<file path="src/sv/kfcv_pkg.sv">
// Shared constants, types and register codes of the constant-velocity Kalman filter.
`timescale 1ns / 1ps

package kfcv_pkg;

  // Covariance entries are 48-bit signed with the same fraction bits as the data.
  localparam int COV_WIDTH  = 48;
  localparam int HALF_WIDTH = COV_WIDTH / 2;
  localparam int PROD_WIDTH = 2 * COV_WIDTH;

  localparam int DEF_DATA_WIDTH = 32;
  localparam int DEF_FRAC_BITS  = 16;

  localparam int CFG_WIDTH      = 31;
  localparam int APB_ADDR_WIDTH = 3;
  localparam int APB_DATA_WIDTH = 32;

  localparam logic [CFG_WIDTH-1:0] PROCESS_NOISE_RESET     = 31'd131072;
  localparam logic [CFG_WIDTH-1:0] MEASUREMENT_NOISE_RESET = 31'd655360;

  typedef logic signed [COV_WIDTH-1:0] cov_t;

  typedef enum logic {
    REG_PROCESS_NOISE     = 1'b0,
    REG_MEASUREMENT_NOISE = 1'b1
  } kfcv_reg_t;

  typedef struct packed {
    logic [CFG_WIDTH-1:0] process_noise;
    logic [CFG_WIDTH-1:0] measurement_noise;
  } kfcv_cfg_t;

  // Status of a shared arithmetic unit.
  typedef struct packed {
    logic busy;
    logic done;
  } kfcv_unit_stat_t;

endpackage

</file>
<file path="src/sv/kfcv_if.sv">
// Valid/ready stream interfaces for the measurement and estimate channels.
`timescale 1ns / 1ps

interface kfcv_meas_if import kfcv_pkg::*; #(
  parameter int DATA_WIDTH = DEF_DATA_WIDTH
) ();
  logic                         valid;
  logic                         ready;
  logic signed [DATA_WIDTH-1:0] measurement;

  modport source (output valid, output measurement, input ready);
  modport sink   (input valid, input measurement, output ready);
endinterface

interface kfcv_est_if import kfcv_pkg::*; #(
  parameter int DATA_WIDTH = DEF_DATA_WIDTH
) ();
  logic                         valid;
  logic                         ready;
  logic signed [DATA_WIDTH-1:0] filtered_position;
  logic signed [DATA_WIDTH-1:0] filtered_velocity;

  modport source (output valid, output filtered_position, output filtered_velocity, input ready);
  modport sink   (input valid, input filtered_position, input filtered_velocity, output ready);
endinterface

</file>
<file path="src/sv/kfcv_apb_regs.sv">
// APB configuration registers holding the process and measurement noise.
`timescale 1ns / 1ps

module kfcv_apb_regs import kfcv_pkg::*; (
  input  logic                      clk,
  input  logic                      rst,
  input  logic                      psel,
  input  logic                      penable,
  input  logic                      pwrite,
  input  logic [APB_ADDR_WIDTH-1:0] paddr,
  input  logic [APB_DATA_WIDTH-1:0] pwdata,
  output logic [APB_DATA_WIDTH-1:0] prdata,
  output kfcv_cfg_t                 cfg
);

  kfcv_reg_t reg_sel;

  // Registers sit on a four-byte pitch, so bit 2 of the address picks one.
  assign reg_sel = kfcv_reg_t'(paddr[2]);

  always_ff @(posedge clk) begin
    if (rst) begin
      cfg.process_noise     <= PROCESS_NOISE_RESET;
      cfg.measurement_noise <= MEASUREMENT_NOISE_RESET;
    end else if (psel && penable && pwrite) begin
      case (reg_sel)
        REG_PROCESS_NOISE:     cfg.process_noise     <= pwdata[CFG_WIDTH-1:0];
        REG_MEASUREMENT_NOISE: cfg.measurement_noise <= pwdata[CFG_WIDTH-1:0];
        default: ;
      endcase
    end
  end

  always_comb begin
    case (reg_sel)
      REG_PROCESS_NOISE:     prdata = {1'b0, cfg.process_noise};
      REG_MEASUREMENT_NOISE: prdata = {1'b0, cfg.measurement_noise};
      default:               prdata = '0;
    endcase
  end

endmodule

</file>
<file path="src/sv/kfcv_div.sv">
// Restoring divider producing a saturated fixed-point gain, one quotient bit per cycle.
`timescale 1ns / 1ps

module kfcv_div import kfcv_pkg::*; #(
  parameter int DATA_WIDTH = DEF_DATA_WIDTH,
  parameter int FRAC_BITS  = DEF_FRAC_BITS
) (
  input  logic                         clk,
  input  logic                         rst,
  input  logic                         start,
  input  cov_t                         num,
  input  logic [COV_WIDTH-1:0]         den,
  output logic signed [DATA_WIDTH-1:0] quot,
  output kfcv_unit_stat_t              stat
);

  localparam int NUM_W = COV_WIDTH + FRAC_BITS;
  localparam int CNT_W = $clog2(DATA_WIDTH);
  localparam logic [DATA_WIDTH-1:0] CAP_POS = {1'b0, {(DATA_WIDTH-1){1'b1}}};

  typedef enum logic [1:0] {
    D_IDLE,
    D_SETUP,
    D_RUN,
    D_FIN
  } dstate_t;

  dstate_t               state;
  logic                  done;
  logic [COV_WIDTH-1:0]  mag;
  logic                  neg;
  logic [COV_WIDTH-1:0]  dvsr;
  logic [COV_WIDTH-1:0]  rem;
  logic [DATA_WIDTH-1:0] work;
  logic [CNT_W-1:0]      cnt;
  logic                  ovf;

  logic [NUM_W-1:0]      numer;
  logic [NUM_W-1:0]      numer_hi;
  logic                  too_big;
  logic [COV_WIDTH:0]    trial;
  logic [COV_WIDTH:0]    diff;
  logic                  fits;
  logic [COV_WIDTH-1:0]  rem_next;
  logic [DATA_WIDTH-1:0] cap;
  logic [DATA_WIDTH-1:0] q_mag;

  // The numerator is the magnitude scaled by the fraction bits. Whatever lies above
  // the low DATA_WIDTH bits must divide to zero, or the quotient is out of range.
  assign numer    = {mag, {FRAC_BITS{1'b0}}};
  assign numer_hi = numer >> DATA_WIDTH;
  assign too_big  = numer_hi >= NUM_W'(dvsr);

  assign trial    = {rem, work[DATA_WIDTH-1]};
  assign diff     = trial - {1'b0, dvsr};
  assign fits     = trial >= {1'b0, dvsr};
  assign rem_next = fits ? diff[COV_WIDTH-1:0] : trial[COV_WIDTH-1:0];

  assign cap   = CAP_POS + DATA_WIDTH'(neg);
  assign q_mag = (ovf || (work > cap)) ? cap : work;

  assign stat.busy = (state != D_IDLE);
  assign stat.done = done;

  always_ff @(posedge clk) begin
    if (rst) begin
      state <= D_IDLE;
      done  <= 1'b0;
    end else begin
      case (state)
        D_IDLE: begin
          done <= 1'b0;
          if (start) begin
            mag   <= num[COV_WIDTH-1] ? COV_WIDTH'(-num) : COV_WIDTH'(num);
            neg   <= num[COV_WIDTH-1];
            dvsr  <= den;
            state <= D_SETUP;
          end
        end
        D_SETUP: begin
          ovf  <= too_big;
          rem  <= numer_hi[COV_WIDTH-1:0];
          work <= numer[DATA_WIDTH-1:0];
          cnt  <= '0;
          state <= too_big ? D_FIN : D_RUN;
        end
        D_RUN: begin
          rem  <= rem_next;
          work <= {work[DATA_WIDTH-2:0], fits};
          cnt  <= cnt + 1'b1;
          if (cnt == CNT_W'(DATA_WIDTH - 1)) begin
            state <= D_FIN;
          end
        end
        D_FIN: begin
          quot  <= neg ? -q_mag : q_mag;
          done  <= 1'b1;
          state <= D_IDLE;
        end
        default: state <= D_IDLE;
      endcase
    end
  end

endmodule

</file>
<file path="src/sv/kfcv_mul.sv">
// Sequential multiplier built from four half-width partial products, scaled and saturated.
`timescale 1ns / 1ps

module kfcv_mul import kfcv_pkg::*; #(
  parameter int DATA_WIDTH = DEF_DATA_WIDTH,
  parameter int FRAC_BITS  = DEF_FRAC_BITS
) (
  input  logic            clk,
  input  logic            rst,
  input  logic            start,
  input  logic            wide,
  input  cov_t            a,
  input  cov_t            b,
  output cov_t            res,
  output kfcv_unit_stat_t stat
);

  localparam logic [COV_WIDTH-1:0] CAP_COV  = {1'b0, {(COV_WIDTH-1){1'b1}}};
  localparam logic [COV_WIDTH-1:0] CAP_DATA = COV_WIDTH'({1'b0, {(DATA_WIDTH-1){1'b1}}});
  localparam logic [2:0]           LAST_IDX = 3'd4;

  typedef enum logic [1:0] {
    M_IDLE,
    M_RUN,
    M_FIN
  } mstate_t;

  mstate_t                state;
  logic                   done;
  logic [COV_WIDTH-1:0]   ma;
  logic [COV_WIDTH-1:0]   mb;
  logic                   neg;
  logic                   wide_r;
  logic [2:0]             idx;
  logic [COV_WIDTH-1:0]   pp;
  logic [1:0]             sh;
  logic [PROD_WIDTH-1:0]  acc;

  logic [HALF_WIDTH-1:0]  a_half;
  logic [HALF_WIDTH-1:0]  b_half;
  logic [PROD_WIDTH-1:0]  pp_placed;
  logic [PROD_WIDTH-1:0]  scaled;
  logic [COV_WIDTH-1:0]   cap;
  logic [COV_WIDTH-1:0]   r_mag;

  assign a_half = idx[1] ? ma[COV_WIDTH-1:HALF_WIDTH] : ma[HALF_WIDTH-1:0];
  assign b_half = idx[0] ? mb[COV_WIDTH-1:HALF_WIDTH] : mb[HALF_WIDTH-1:0];

  always_comb begin
    case (sh)
      2'd0:    pp_placed = PROD_WIDTH'(pp);
      2'd1:    pp_placed = PROD_WIDTH'(pp) << HALF_WIDTH;
      2'd2:    pp_placed = PROD_WIDTH'(pp) << COV_WIDTH;
      default: pp_placed = '0;
    endcase
  end

  // Truncation toward zero works on the magnitude; the sign goes back on at the end.
  assign scaled = acc >> FRAC_BITS;
  assign cap    = (wide_r ? CAP_COV : CAP_DATA) + COV_WIDTH'(neg);
  assign r_mag  = (scaled > PROD_WIDTH'(cap)) ? cap : scaled[COV_WIDTH-1:0];

  assign stat.busy = (state != M_IDLE);
  assign stat.done = done;

  always_ff @(posedge clk) begin
    if (rst) begin
      state <= M_IDLE;
      done  <= 1'b0;
    end else begin
      case (state)
        M_IDLE: begin
          done <= 1'b0;
          if (start) begin
            ma     <= a[COV_WIDTH-1] ? COV_WIDTH'(-a) : COV_WIDTH'(a);
            mb     <= b[COV_WIDTH-1] ? COV_WIDTH'(-b) : COV_WIDTH'(b);
            neg    <= a[COV_WIDTH-1] ^ b[COV_WIDTH-1];
            wide_r <= wide;
            acc    <= '0;
            idx    <= '0;
            state  <= M_RUN;
          end
        end
        M_RUN: begin
          // Partial product for this step; the previous one is added in alongside.
          if (idx != LAST_IDX) begin
            pp <= a_half * b_half;
            sh <= {1'b0, idx[1]} + {1'b0, idx[0]};
          end
          if (idx != 3'd0) begin
            acc <= acc + pp_placed;
          end
          idx <= idx + 1'b1;
          if (idx == LAST_IDX) begin
            state <= M_FIN;
          end
        end
        M_FIN: begin
          res   <= neg ? -cov_t'(r_mag) : cov_t'(r_mag);
          done  <= 1'b1;
          state <= M_IDLE;
        end
        default: state <= M_IDLE;
      endcase
    end
  end

endmodule

</file>
<file path="src/sv/kalman_filter_const_velocity.sv">
// Top level of the two-state constant-velocity Kalman filter with its update sequencer.
// Each measurement transfer runs one predict and one update of a position/velocity
// tracker and yields one transfer of the filtered position and velocity. The block
// takes one measurement at a time: meas.ready is high only while the sequencer is idle,
// and it returns to idle as the result is offered, so the next measurement can be
// accepted from then on. An item runs through predict and variance check, the two
// gain divisions in the shared restoring divider, which retires one quotient bit per
// cycle, and the five products of the update, which share one multiplier that builds
// each result from four half-width partial products. When the update is skipped the
// sequencer goes straight from the variance check to the hand-over. A finished result
// waits in an output register, so the next measurement can be taken while it is still
// pending; a further result is held back until that register has been emptied. All
// data are signed two's complement with FRAC_BITS fraction bits; covariances are 48
// bits wide. Every sum and product saturates rather than wraps. When the innovation
// variance (predicted position variance plus measurement noise) is zero or negative
// the update is skipped and the predicted state is kept. The noise registers are
// written over APB at byte addresses 0 (process noise) and 4 (measurement noise) and
// should only be changed while idle.
`timescale 1ns / 1ps

module kalman_filter_const_velocity import kfcv_pkg::*; #(
  parameter int DATA_WIDTH = DEF_DATA_WIDTH,
  parameter int FRAC_BITS  = DEF_FRAC_BITS
) (
  input  logic                      clk,
  input  logic                      rst,
  input  logic                      psel,
  input  logic                      penable,
  input  logic                      pwrite,
  input  logic [APB_ADDR_WIDTH-1:0] paddr,
  input  logic [APB_DATA_WIDTH-1:0] pwdata,
  output logic [APB_DATA_WIDTH-1:0] prdata,
  output logic                      pready,
  kfcv_meas_if.sink                 meas,
  kfcv_est_if.source                est
);

  localparam int DE = DATA_WIDTH + 2;
  localparam int CE = COV_WIDTH + 4;

  typedef logic signed [DATA_WIDTH-1:0] data_t;
  typedef logic signed [DE-1:0]         dext_t;
  typedef logic signed [CE-1:0]         cext_t;

  localparam data_t DATA_MAX = {1'b0, {(DATA_WIDTH-1){1'b1}}};
  localparam data_t DATA_MIN = {1'b1, {(DATA_WIDTH-1){1'b0}}};
  localparam cov_t  COV_MAX  = {1'b0, {(COV_WIDTH-1){1'b1}}};
  localparam cov_t  COV_MIN  = {1'b1, {(COV_WIDTH-1){1'b0}}};

  typedef enum logic [3:0] {
    ST_IDLE,
    ST_PRED_A,
    ST_PRED_B,
    ST_CHECK,
    ST_K0_GO,
    ST_K0_WAIT,
    ST_K1_GO,
    ST_K1_WAIT,
    ST_MUL_GO,
    ST_MUL_WAIT,
    ST_DONE
  } state_t;

  // Order of the five products of the update step.
  typedef enum logic [2:0] {
    MS_POS,
    MS_VEL,
    MS_PP,
    MS_PV,
    MS_VV
  } mstep_t;

  // Saturation keeps the value when all bits above the sign agree with it.
  function automatic data_t sat_data(input dext_t v);
    if (v[DE-1:DATA_WIDTH-1] == '0 || v[DE-1:DATA_WIDTH-1] == '1) begin
      return v[DATA_WIDTH-1:0];
    end
    return v[DE-1] ? DATA_MIN : DATA_MAX;
  endfunction

  function automatic cov_t sat_cov(input cext_t v);
    if (v[CE-1:COV_WIDTH-1] == '0 || v[CE-1:COV_WIDTH-1] == '1) begin
      return v[COV_WIDTH-1:0];
    end
    return v[CE-1] ? COV_MIN : COV_MAX;
  endfunction

  kfcv_cfg_t cfg;

  state_t state;
  mstep_t mstep;

  // Filter state, cleared by reset.
  data_t pos;
  data_t vel;
  cov_t  cpp;
  cov_t  cpv;
  cov_t  cvv;

  // Working registers of one update.
  data_t                z;
  data_t                xp;
  data_t                y;
  cext_t                t_pp;
  cext_t                t_vv;
  cov_t                 p00;
  cov_t                 p01;
  cov_t                 p11;
  logic [COV_WIDTH-1:0] s_den;
  data_t                k0;
  data_t                k1;

  // Output register.
  logic  est_valid;
  data_t out_pos;
  data_t out_vel;

  cext_t           s_sum;
  logic            s_pos;
  logic            div_start;
  cov_t            div_num;
  data_t           div_quot;
  kfcv_unit_stat_t div_stat;
  logic            mul_start;
  logic            mul_wide;
  cov_t            mul_a;
  cov_t            mul_b;
  cov_t            mul_res;
  data_t           mul_dw;
  kfcv_unit_stat_t mul_stat;

  assign pready = 1'b1;

  kfcv_apb_regs u_regs (
    .clk     (clk),
    .rst     (rst),
    .psel    (psel),
    .penable (penable),
    .pwrite  (pwrite),
    .paddr   (paddr),
    .pwdata  (pwdata),
    .prdata  (prdata),
    .cfg     (cfg)
  );

  // Both gains share the innovation variance as divisor.
  assign div_start = (state == ST_K0_GO) || (state == ST_K1_GO);
  assign div_num   = (state == ST_K1_GO) ? p01 : p00;

  kfcv_div #(
    .DATA_WIDTH (DATA_WIDTH),
    .FRAC_BITS  (FRAC_BITS)
  ) u_div (
    .clk   (clk),
    .rst   (rst),
    .start (div_start),
    .num   (div_num),
    .den   (s_den),
    .quot  (div_quot),
    .stat  (div_stat)
  );

  // Operand selection for the shared multiplier. The state products saturate to the data
  // width, the covariance products to the covariance width.
  always_comb begin
    mul_a    = cov_t'(k0);
    mul_b    = cov_t'(y);
    mul_wide = 1'b0;
    case (mstep)
      MS_POS: begin
        mul_a = cov_t'(k0);
        mul_b = cov_t'(y);
      end
      MS_VEL: begin
        mul_a = cov_t'(k1);
        mul_b = cov_t'(y);
      end
      MS_PP: begin
        mul_a    = cov_t'(k0);
        mul_b    = p00;
        mul_wide = 1'b1;
      end
      MS_PV: begin
        mul_a    = cov_t'(k0);
        mul_b    = p01;
        mul_wide = 1'b1;
      end
      MS_VV: begin
        mul_a    = cov_t'(k1);
        mul_b    = p01;
        mul_wide = 1'b1;
      end
      default: ;
    endcase
  end

  assign mul_start = (state == ST_MUL_GO);

  kfcv_mul #(
    .DATA_WIDTH (DATA_WIDTH),
    .FRAC_BITS  (FRAC_BITS)
  ) u_mul (
    .clk   (clk),
    .rst   (rst),
    .start (mul_start),
    .wide  (mul_wide),
    .a     (mul_a),
    .b     (mul_b),
    .res   (mul_res),
    .stat  (mul_stat)
  );

  // A product capped at the data width always fits in its low bits.
  assign mul_dw = mul_res[DATA_WIDTH-1:0];

  // Innovation variance; the update only runs when it is strictly positive.
  assign s_sum = cext_t'(p00) + cext_t'({1'b0, cfg.measurement_noise});
  assign s_pos = !s_sum[CE-1] && (s_sum != '0);

  assign meas.ready            = (state == ST_IDLE);
  assign est.valid             = est_valid;
  assign est.filtered_position = out_pos;
  assign est.filtered_velocity = out_vel;

  always_ff @(posedge clk) begin
    if (rst) begin
      state     <= ST_IDLE;
      mstep     <= MS_POS;
      est_valid <= 1'b0;
      pos       <= '0;
      vel       <= '0;
      cpp       <= '0;
      cpv       <= '0;
      cvv       <= '0;
    end else begin
      // In the hand-over state the output register is reloaded instead of emptied.
      if (est_valid && est.ready && (state != ST_DONE)) begin
        est_valid <= 1'b0;
      end
      case (state)
        ST_IDLE: begin
          if (meas.valid) begin
            z     <= meas.measurement;
            state <= ST_PRED_A;
          end
        end
        ST_PRED_A: begin
          // Predict: position moves by one sample of velocity and the covariance grows.
          xp    <= sat_data(dext_t'(pos) + dext_t'(vel));
          t_pp  <= cext_t'(cpp) + (cext_t'(cpv) <<< 1);
          t_vv  <= cext_t'(cvv) + cext_t'({1'b0, cfg.process_noise});
          p01   <= sat_cov(cext_t'(cpv) + cext_t'(cvv));
          state <= ST_PRED_B;
        end
        ST_PRED_B: begin
          p00   <= sat_cov(t_pp + t_vv);
          p11   <= sat_cov(t_vv);
          y     <= sat_data(dext_t'(z) - dext_t'(xp));
          state <= ST_CHECK;
        end
        ST_CHECK: begin
          s_den <= s_sum[COV_WIDTH-1:0];
          if (s_pos) begin
            state <= ST_K0_GO;
          end else begin
            // Degenerate innovation variance: keep the prediction as it stands.
            pos   <= xp;
            cpp   <= p00;
            cpv   <= p01;
            cvv   <= p11;
            state <= ST_DONE;
          end
        end
        ST_K0_GO: begin
          state <= ST_K0_WAIT;
        end
        ST_K0_WAIT: begin
          if (div_stat.done) begin
            k0    <= div_quot;
            state <= ST_K1_GO;
          end
        end
        ST_K1_GO: begin
          state <= ST_K1_WAIT;
        end
        ST_K1_WAIT: begin
          if (div_stat.done) begin
            k1    <= div_quot;
            mstep <= MS_POS;
            state <= ST_MUL_GO;
          end
        end
        ST_MUL_GO: begin
          state <= ST_MUL_WAIT;
        end
        ST_MUL_WAIT: begin
          if (mul_stat.done) begin
            state <= ST_MUL_GO;
            case (mstep)
              MS_POS: begin
                pos   <= sat_data(dext_t'(xp) + dext_t'(mul_dw));
                mstep <= MS_VEL;
              end
              MS_VEL: begin
                vel   <= sat_data(dext_t'(vel) + dext_t'(mul_dw));
                mstep <= MS_PP;
              end
              MS_PP: begin
                cpp   <= sat_cov(cext_t'(p00) - cext_t'(mul_res));
                mstep <= MS_PV;
              end
              MS_PV: begin
                cpv   <= sat_cov(cext_t'(p01) - cext_t'(mul_res));
                mstep <= MS_VV;
              end
              MS_VV: begin
                cvv   <= sat_cov(cext_t'(p11) - cext_t'(mul_res));
                state <= ST_DONE;
              end
              default: state <= ST_DONE;
            endcase
          end
        end
        ST_DONE: begin
          // Hand the estimate over once the output register is free or being emptied.
          if (!est_valid || est.ready) begin
            est_valid <= 1'b1;
            out_pos   <= pos;
            out_vel   <= vel;
            state     <= ST_IDLE;
          end
        end
        default: state <= ST_IDLE;
      endcase
    end
  end

`ifndef SYNTHESIS
  a_div_start_idle: assert property (@(posedge clk) disable iff (rst)
    div_start |-> !div_stat.busy)
    else $error("divider started while still busy");

  a_mul_start_idle: assert property (@(posedge clk) disable iff (rst)
    mul_start |-> !mul_stat.busy)
    else $error("multiplier started while still busy");

  a_single_done: assert property (@(posedge clk) disable iff (rst)
    !(div_stat.done && mul_stat.done))
    else $error("divider and multiplier finished in the same cycle");

  a_accept_blocks: assert property (@(posedge clk) disable iff (rst)
    (meas.valid && meas.ready) |=> !meas.ready)
    else $error("measurement taken while an update was in progress");

  a_result_from_done: assert property (@(posedge clk) disable iff (rst)
    $rose(est.valid) |-> $past(state == ST_DONE))
    else $error("estimate offered without a completed update");
`endif

endmodule

</file>
<file path="src/flat_wrapper.sv">
// flat-port wrapper written by rule: the top's interface ports become plain ports
module kalman_filter_const_velocity_flat import kfcv_pkg::*;
#(
  parameter int DATA_WIDTH = DEF_DATA_WIDTH,
  parameter int FRAC_BITS  = DEF_FRAC_BITS
)
  (clk, rst, psel, penable, pwrite, paddr, pwdata, prdata, pready, meas_valid, meas_measurement, meas_ready, est_valid, est_filtered_position, est_filtered_velocity, est_ready);
  kfcv_meas_if #(.DATA_WIDTH(DATA_WIDTH)) meas_i ();
  kfcv_est_if #(.DATA_WIDTH(DATA_WIDTH)) est_i ();
  input  logic clk;
  input  logic rst;
  input  logic psel;
  input  logic penable;
  input  logic pwrite;
  input  logic [APB_ADDR_WIDTH-1:0] paddr;
  input  logic [APB_DATA_WIDTH-1:0] pwdata;
  output logic [APB_DATA_WIDTH-1:0] prdata;
  output logic pready;
  input wire logic [$bits(meas_i.valid)-1:0] meas_valid;
  input wire logic [$bits(meas_i.measurement)-1:0] meas_measurement;
  output wire logic [$bits(meas_i.ready)-1:0] meas_ready;
  output wire logic [$bits(est_i.valid)-1:0] est_valid;
  output wire logic [$bits(est_i.filtered_position)-1:0] est_filtered_position;
  output wire logic [$bits(est_i.filtered_velocity)-1:0] est_filtered_velocity;
  input wire logic [$bits(est_i.ready)-1:0] est_ready;
  assign meas_i.valid = meas_valid;
  assign meas_i.measurement = meas_measurement;
  assign meas_ready = meas_i.ready;
  assign est_valid = est_i.valid;
  assign est_filtered_position = est_i.filtered_position;
  assign est_filtered_velocity = est_i.filtered_velocity;
  assign est_i.ready = est_ready;
  kalman_filter_const_velocity #(.DATA_WIDTH(DATA_WIDTH), .FRAC_BITS(FRAC_BITS)) u_core (.clk(clk), .rst(rst), .psel(psel), .penable(penable), .pwrite(pwrite), .paddr(paddr), .pwdata(pwdata), .prdata(prdata), .pready(pready), .meas(meas_i), .est(est_i));
endmodule
</file>
<file path="config.mk">
export PLATFORM = sky130hd
export DESIGN_NAME = kalman_filter_const_velocity_flat
export DESIGN_NICKNAME = d
export VERILOG_FILES = /design/src/sv/kfcv_pkg.sv /design/src/sv/kfcv_if.sv /design/src/sv/kfcv_apb_regs.sv /design/src/sv/kfcv_div.sv /design/src/sv/kfcv_mul.sv /design/src/sv/kalman_filter_const_velocity.sv /design/src/flat_wrapper.sv
export SDC_FILE = /design/constraint.sdc
export NUM_CORES = 2
export LEC_CHECK = 0
export ABC_CLOCK_PERIOD_IN_PS = 40800
export BUFFER_PORTS_ARGS = -buffer_cell sky130_fd_sc_hd__buf_2
export CELL_PAD_IN_SITES_DETAIL_PLACEMENT = 1
export CELL_PAD_IN_SITES_GLOBAL_PLACEMENT = 2
export CORE_ASPECT_RATIO = 1.75
export CORE_UTILIZATION = 45
export CTS_CLUSTER_DIAMETER = 30
export DETAILED_ROUTE_END_ITERATION = 6
export GPL_TIMING_DRIVEN = 0
export PLACE_DENSITY = 0.87
export SLEW_MARGIN = 20
export SYNTH_ARGS = -nofsm -noshare
export SYNTH_HDL_FRONTEND = slang
export SYNTH_HIERARCHICAL = 1
export SYNTH_SLANG_ARGS = --single-unit
</file>
<file path="constraint.sdc">
create_clock -name clk -period 40.8 [get_ports clk]
set_clock_uncertainty 0.05 [all_clocks]
set_input_delay 8.16 -clock clk [delete_from_list [all_inputs] [get_ports clk]]
set_output_delay 8.16 -clock clk [all_outputs]
set_load 0.01 [all_outputs]
</file>
# Yosys cells after proc, flatten, opt, wreduce, memory -nomap -nowiden
# Index checks and enable logic that the tools add are counted.
[op_classes]
n_addsub = 24
multipliers = 1
n_lt_le_gt_ge = 4
n_eq_ne = 51
n_mux = 135
n_bitwise = 3
reduce_logical = 74
[ops]
columns = ["operator", "count"]
rows = [
  ["$mux W48", 32],
  ["$mux W32", 17],
  ["$pmux W48 S2", 5],
  ["$pmux W96 S3", 1],
  ["$mux W96", 2],
  ["$neg A48 Y48", 4],
  ["$pmux W32 S2", 3],
  ["$pmux W96 S2", 1],
  ["$mux W47", 4],
  ["$sub A48 B48 Y49", 3],
  ["$add A32 B32 Y33", 3],
  ["$add A48 B32 Y49", 2],
  ["$add A96 B96 Y96", 1],
  ["$gt A80 B48 Y1", 1],
  ["$add A52 B52 Y52", 1],
  ["$reduce_bool A52 Y1", 1],
  ["$add A48 B49 Y50", 1],
  ["$add A48 B48 Y49", 1],
  ["$ge A49 B48 Y1", 1],
  ["$add A47 B1 Y48", 1],
  ["$ge A32 B48 Y1", 1],
  ["$mul A24 B24 Y48", 1],
  ["$mux W24", 2],
  ["$sub A48 B48 Y48", 1],
  ["51 further kinds", 202],
]
[totals]
reg_bits = 1314
in_bits = 74
output_inout_bits = 99

# Logic depth before layout (Yosys ltp)
[depth]
depth_word = 12
mapped_depth = 32
depth_no_buf = 28

# Cells and area by module
# The synthesis kept the hierarchy.
[by_module_without_submodules]
columns = ["module", "n_inst", "cells_each", "area_per_inst_um2"]
rows = [
  ["kalman_filter_const_velocity", 1, 6175, 55911.1],
  ["kfcv_mul", 1, 4481, 40447.5],
  ["kfcv_div", 1, 1393, 14296.2],
  ["kfcv_apb_regs", 1, 275, 2970.3],
]

# Worst setup path before layout
# Ideal clock, no wire load.
[synth_timing]
path_type = "input-to-reg"
from = "in rst"
to = "reg u_core.p01[0] (enable)"
arrival_time_ps = 25421
t_required_ps = 39594
setup_slack_ps = 14173
stages = 3
cell_sequence = "clkbuf_1 -> clkbuf_1 -> nor4_1"
[synth_via]
elab_chain_cells = 2
[synth_lines]
columns = ["item", "line", "source"]
rows = [
  ["from (decl)", "flat_wrapper.sv:11", "input logic rst;"],
  ["$not A1 Y1 (no line)", "n/a", ""],
  ["$reduce_and A2 Y1 (no line)", "n/a", ""],
  ["to (signal assigned)", "kalman_filter_const_velocity.sv:252", "p01 <= sat_cov(cext_t'(cpv) + cext_t'(cvv));"],
  ["to (decl)", "kalman_filter_const_velocity.sv:107", "cov_t p01;"],
]
# No other way between the ends.
# A chain may end at the register's enable or synchronous reset.

# Worst setup path in the final report
[layout_timing]
from = "in paddr[2]"
to = "out prdata[30]"
[layout_via]
elab_chain_cells = 2
[layout_lines]
columns = ["item", "line", "source"]
rows = [
  ["from (decl)", "flat_wrapper.sv:15", "input logic [APB_ADDR_WIDTH-1:0] paddr;"],
  ["$not A1 Y1", "n/a", ""],
  ["$pmux W32 S2 *", "kfcv_apb_regs.sv:35", "case (reg_sel)"],
  ["to (decl)", "flat_wrapper.sv:17", "output logic [APB_DATA_WIDTH-1:0] prdata;"],
]
# Mark *: on every way between the ends. The rest lies on a longest branch, timed or not. The select of a mux whose other input is x is not followed.

==> impl_metrics.json <==
{
  "hold_viol_final": 0,
  "clk_latency_ps": 970,
  "placed_area_um2": 119800,
  "grt_pass1_wl_um": 763400,
  "overflow": 0,
  "core_um2": 250500,
  "drc": 4,
  "setup_viol": 0,
  "slew_violations": 0,
  "final_cell_mix": "nand2_1, edfxtp_1, nor2_1, inv_1, ha_1",
  "synth_area_um2": 113600,
  "violations": "design-rule violations",
  "place_congestion": 1.112,
  "wire_per_inst_um": 32.88,
  "p_per_area_nw_per_um2": 43.93,
  "required_ps": 32590,
  "post_route_cells_drive_above_1_share_pct": 8.766,
  "finalWirelength_um": 538000,
  "area_growth_pct": 12.70,
  "layout_min_cycle_time_ps": 17330,
  "fp-row-count": 243,
  "nets": 14340,
  "hp-class": "flop to flop",
  "syn_area_per_cell_um2": 9.220,
  "worst_pin_slew_ps": 1282,
  "first_pass_iters": 7,
  "htreeDepth": 4,
  "ctsHoldBuffers": 0,
  "drt-vias-per-instance": 6.363,
  "maxCapViolations": 0,
  "port_buffers": 166,
  "io_pins": 173,
  "fin_crit_sh_pct": 42.49,
  "start_util_pct": 45.35,
  "path_class": "input port to primary output",
  "final_common_cell": "nand2_1",
  "antenna_found_initial": 41,
  "yosysWarnings": 6,
  "ir_drop_mv": 0.06479,
  "syn_inst": 12320,
  "grt_pass1_vias": 110200,
  "max_clock_freq_mhz": 57.69,
  "p_leak_nw": 53.85,
  "arrival_ps": 9130,
  "grtUsageTotal_pct": 41.37,
  "cp-start-kind": "input port",
  "ant_nets": 0,
  "cts_tree": "done",
  "cts_setup_buffers": 0,
  "dieArea_um2": 254600,
  "timing.setup.tns_ps": 0,
  "ctsResizeCount": 0,
  "clock-sinks": 1309,
  "postLayoutCellArea_um2": 128100,
  "crit_fanout": 10,
  "cts-buffers-inserted": 238,
  "cts_buffer_depth": 4,
  "fin_util_pct": 51.11,
  "drtIter0Drc": 7745,
  "fill_cells": 28710,
  "die_h_um": 666.7,
  "via_count": 104100,
  "max_slew_margin_pct": 14.56,
  "grt_max_degree": 52,
  "post-dp-hpwl_um": 435500,
  "rsz0062_at_grt": "false",
  "outcome": "finished with violations",
  "end_kind": "primary output",
  "synth_fp_nets": 13820,
  "clk_pin_slew_ps": 60,
  "cts_root_buf": "clkbuf_16",
  "die_w_um": 381.8
}
## flip-flops by register name (all words and copies together) (netlist names), 48 cells and up
| signal | cells |
|---|---|
| u_core/cvv | 48 |
| u_core/u_div/rem | 48 |
| u_core/u_mul/res | 48 |
| u_core/p00 | 48 |
| u_core/u_mul/ma | 48 |
| u_core/t_vv | 49 |
| u_core/s_den | 48 |
| u_core/cpv | 48 |
| u_core/u_mul/mb | 48 |
| u_core/u_mul/pp | 48 |
| u_core/p01 | 48 |
| u_core/u_div/mag | 48 |
| u_core/u_div/dvsr | 48 |
| u_core/cpp | 48 |
| u_core/t_pp | 50 |
| u_core/p11 | 48 |
| u_core/u_regs/cfg | 62 |
| u_core/u_mul/acc | 96 |
## layer usage
metal | global-route usage, % | up-vias | part of all wire (%)
met5 | 0 | - | 0.026
met4 | 41.42 | 20 | 12
met3 | 7.349 | 2096 | 6.0
met2 | 70.81 | 4280 | 48
met1 | 41.61 | 52160 | 34
li1 | - | 45570 | -
## report_power, final
part	switching [W]	total, W	internal [W]	leakage [nW]
clock	0.000771	0.00204	0.00127	3.98
combinational	0.00121	0.00191	0.000705	38.3
sequential	0.000111	0.00168	0.00156	11.5
## path summary, 6_finish.rpt
kind / start / to / slack, ps / cells past startpoint
worst max-delay path: paddr[2] / prdata[30] / 23470 / 4
worst min-delay path: u_core/u_div/quot[25] / u_core/k0[25] / 320 / 0
worst max register to register: u_core/u_mul/idx[1] / u_core/u_mul/pp[47] / 29550 / 29
worst min register to register: u_core/u_div/quot[25] / u_core/k0[25] / 320 / 0
## stage by stage
| step | power (W) | hold WS, ps | worst slack [ps] | std cells |
|---|---|---|---|---|
| after detailed placement | 0.003539 | 356.2 | 23470 | 15910 |
| after CTS | 0.005593 | 307.6 | 23470 | 16340 |
| after floorplan | 0.002868 | 350.3 | 14170 | 12320 |
| final | 0.005625 | 322.1 | 23470 | 16360 |
| after global routing | 0.005843 | 338.0 | 23450 | 16350 |
| after global placement | 0.003519 | 354.6 | 3443 | 15800 |
## worst max-delay path: stages
cell and delay (ps):
buf_6 110, buf_2 280, mux2_2 410, buf_2 150
## area by class of cell
type	count	area [µm²]	share of cell area, %
multi-input cells	9504	71590	55.90
flip-flops and latches	1309	36470	28.48
clock buffers	273	6340	4.951
well taps	3307	4138	3.231
inverters	932	3498	2.732
plain buffers	578	2370	1.851
clock inverters	166	1852	1.446
repair buffers	277	1758	1.373
diodes	18	45.04	0.03518
Note: power is estimated with default switching activity, not from simulation.
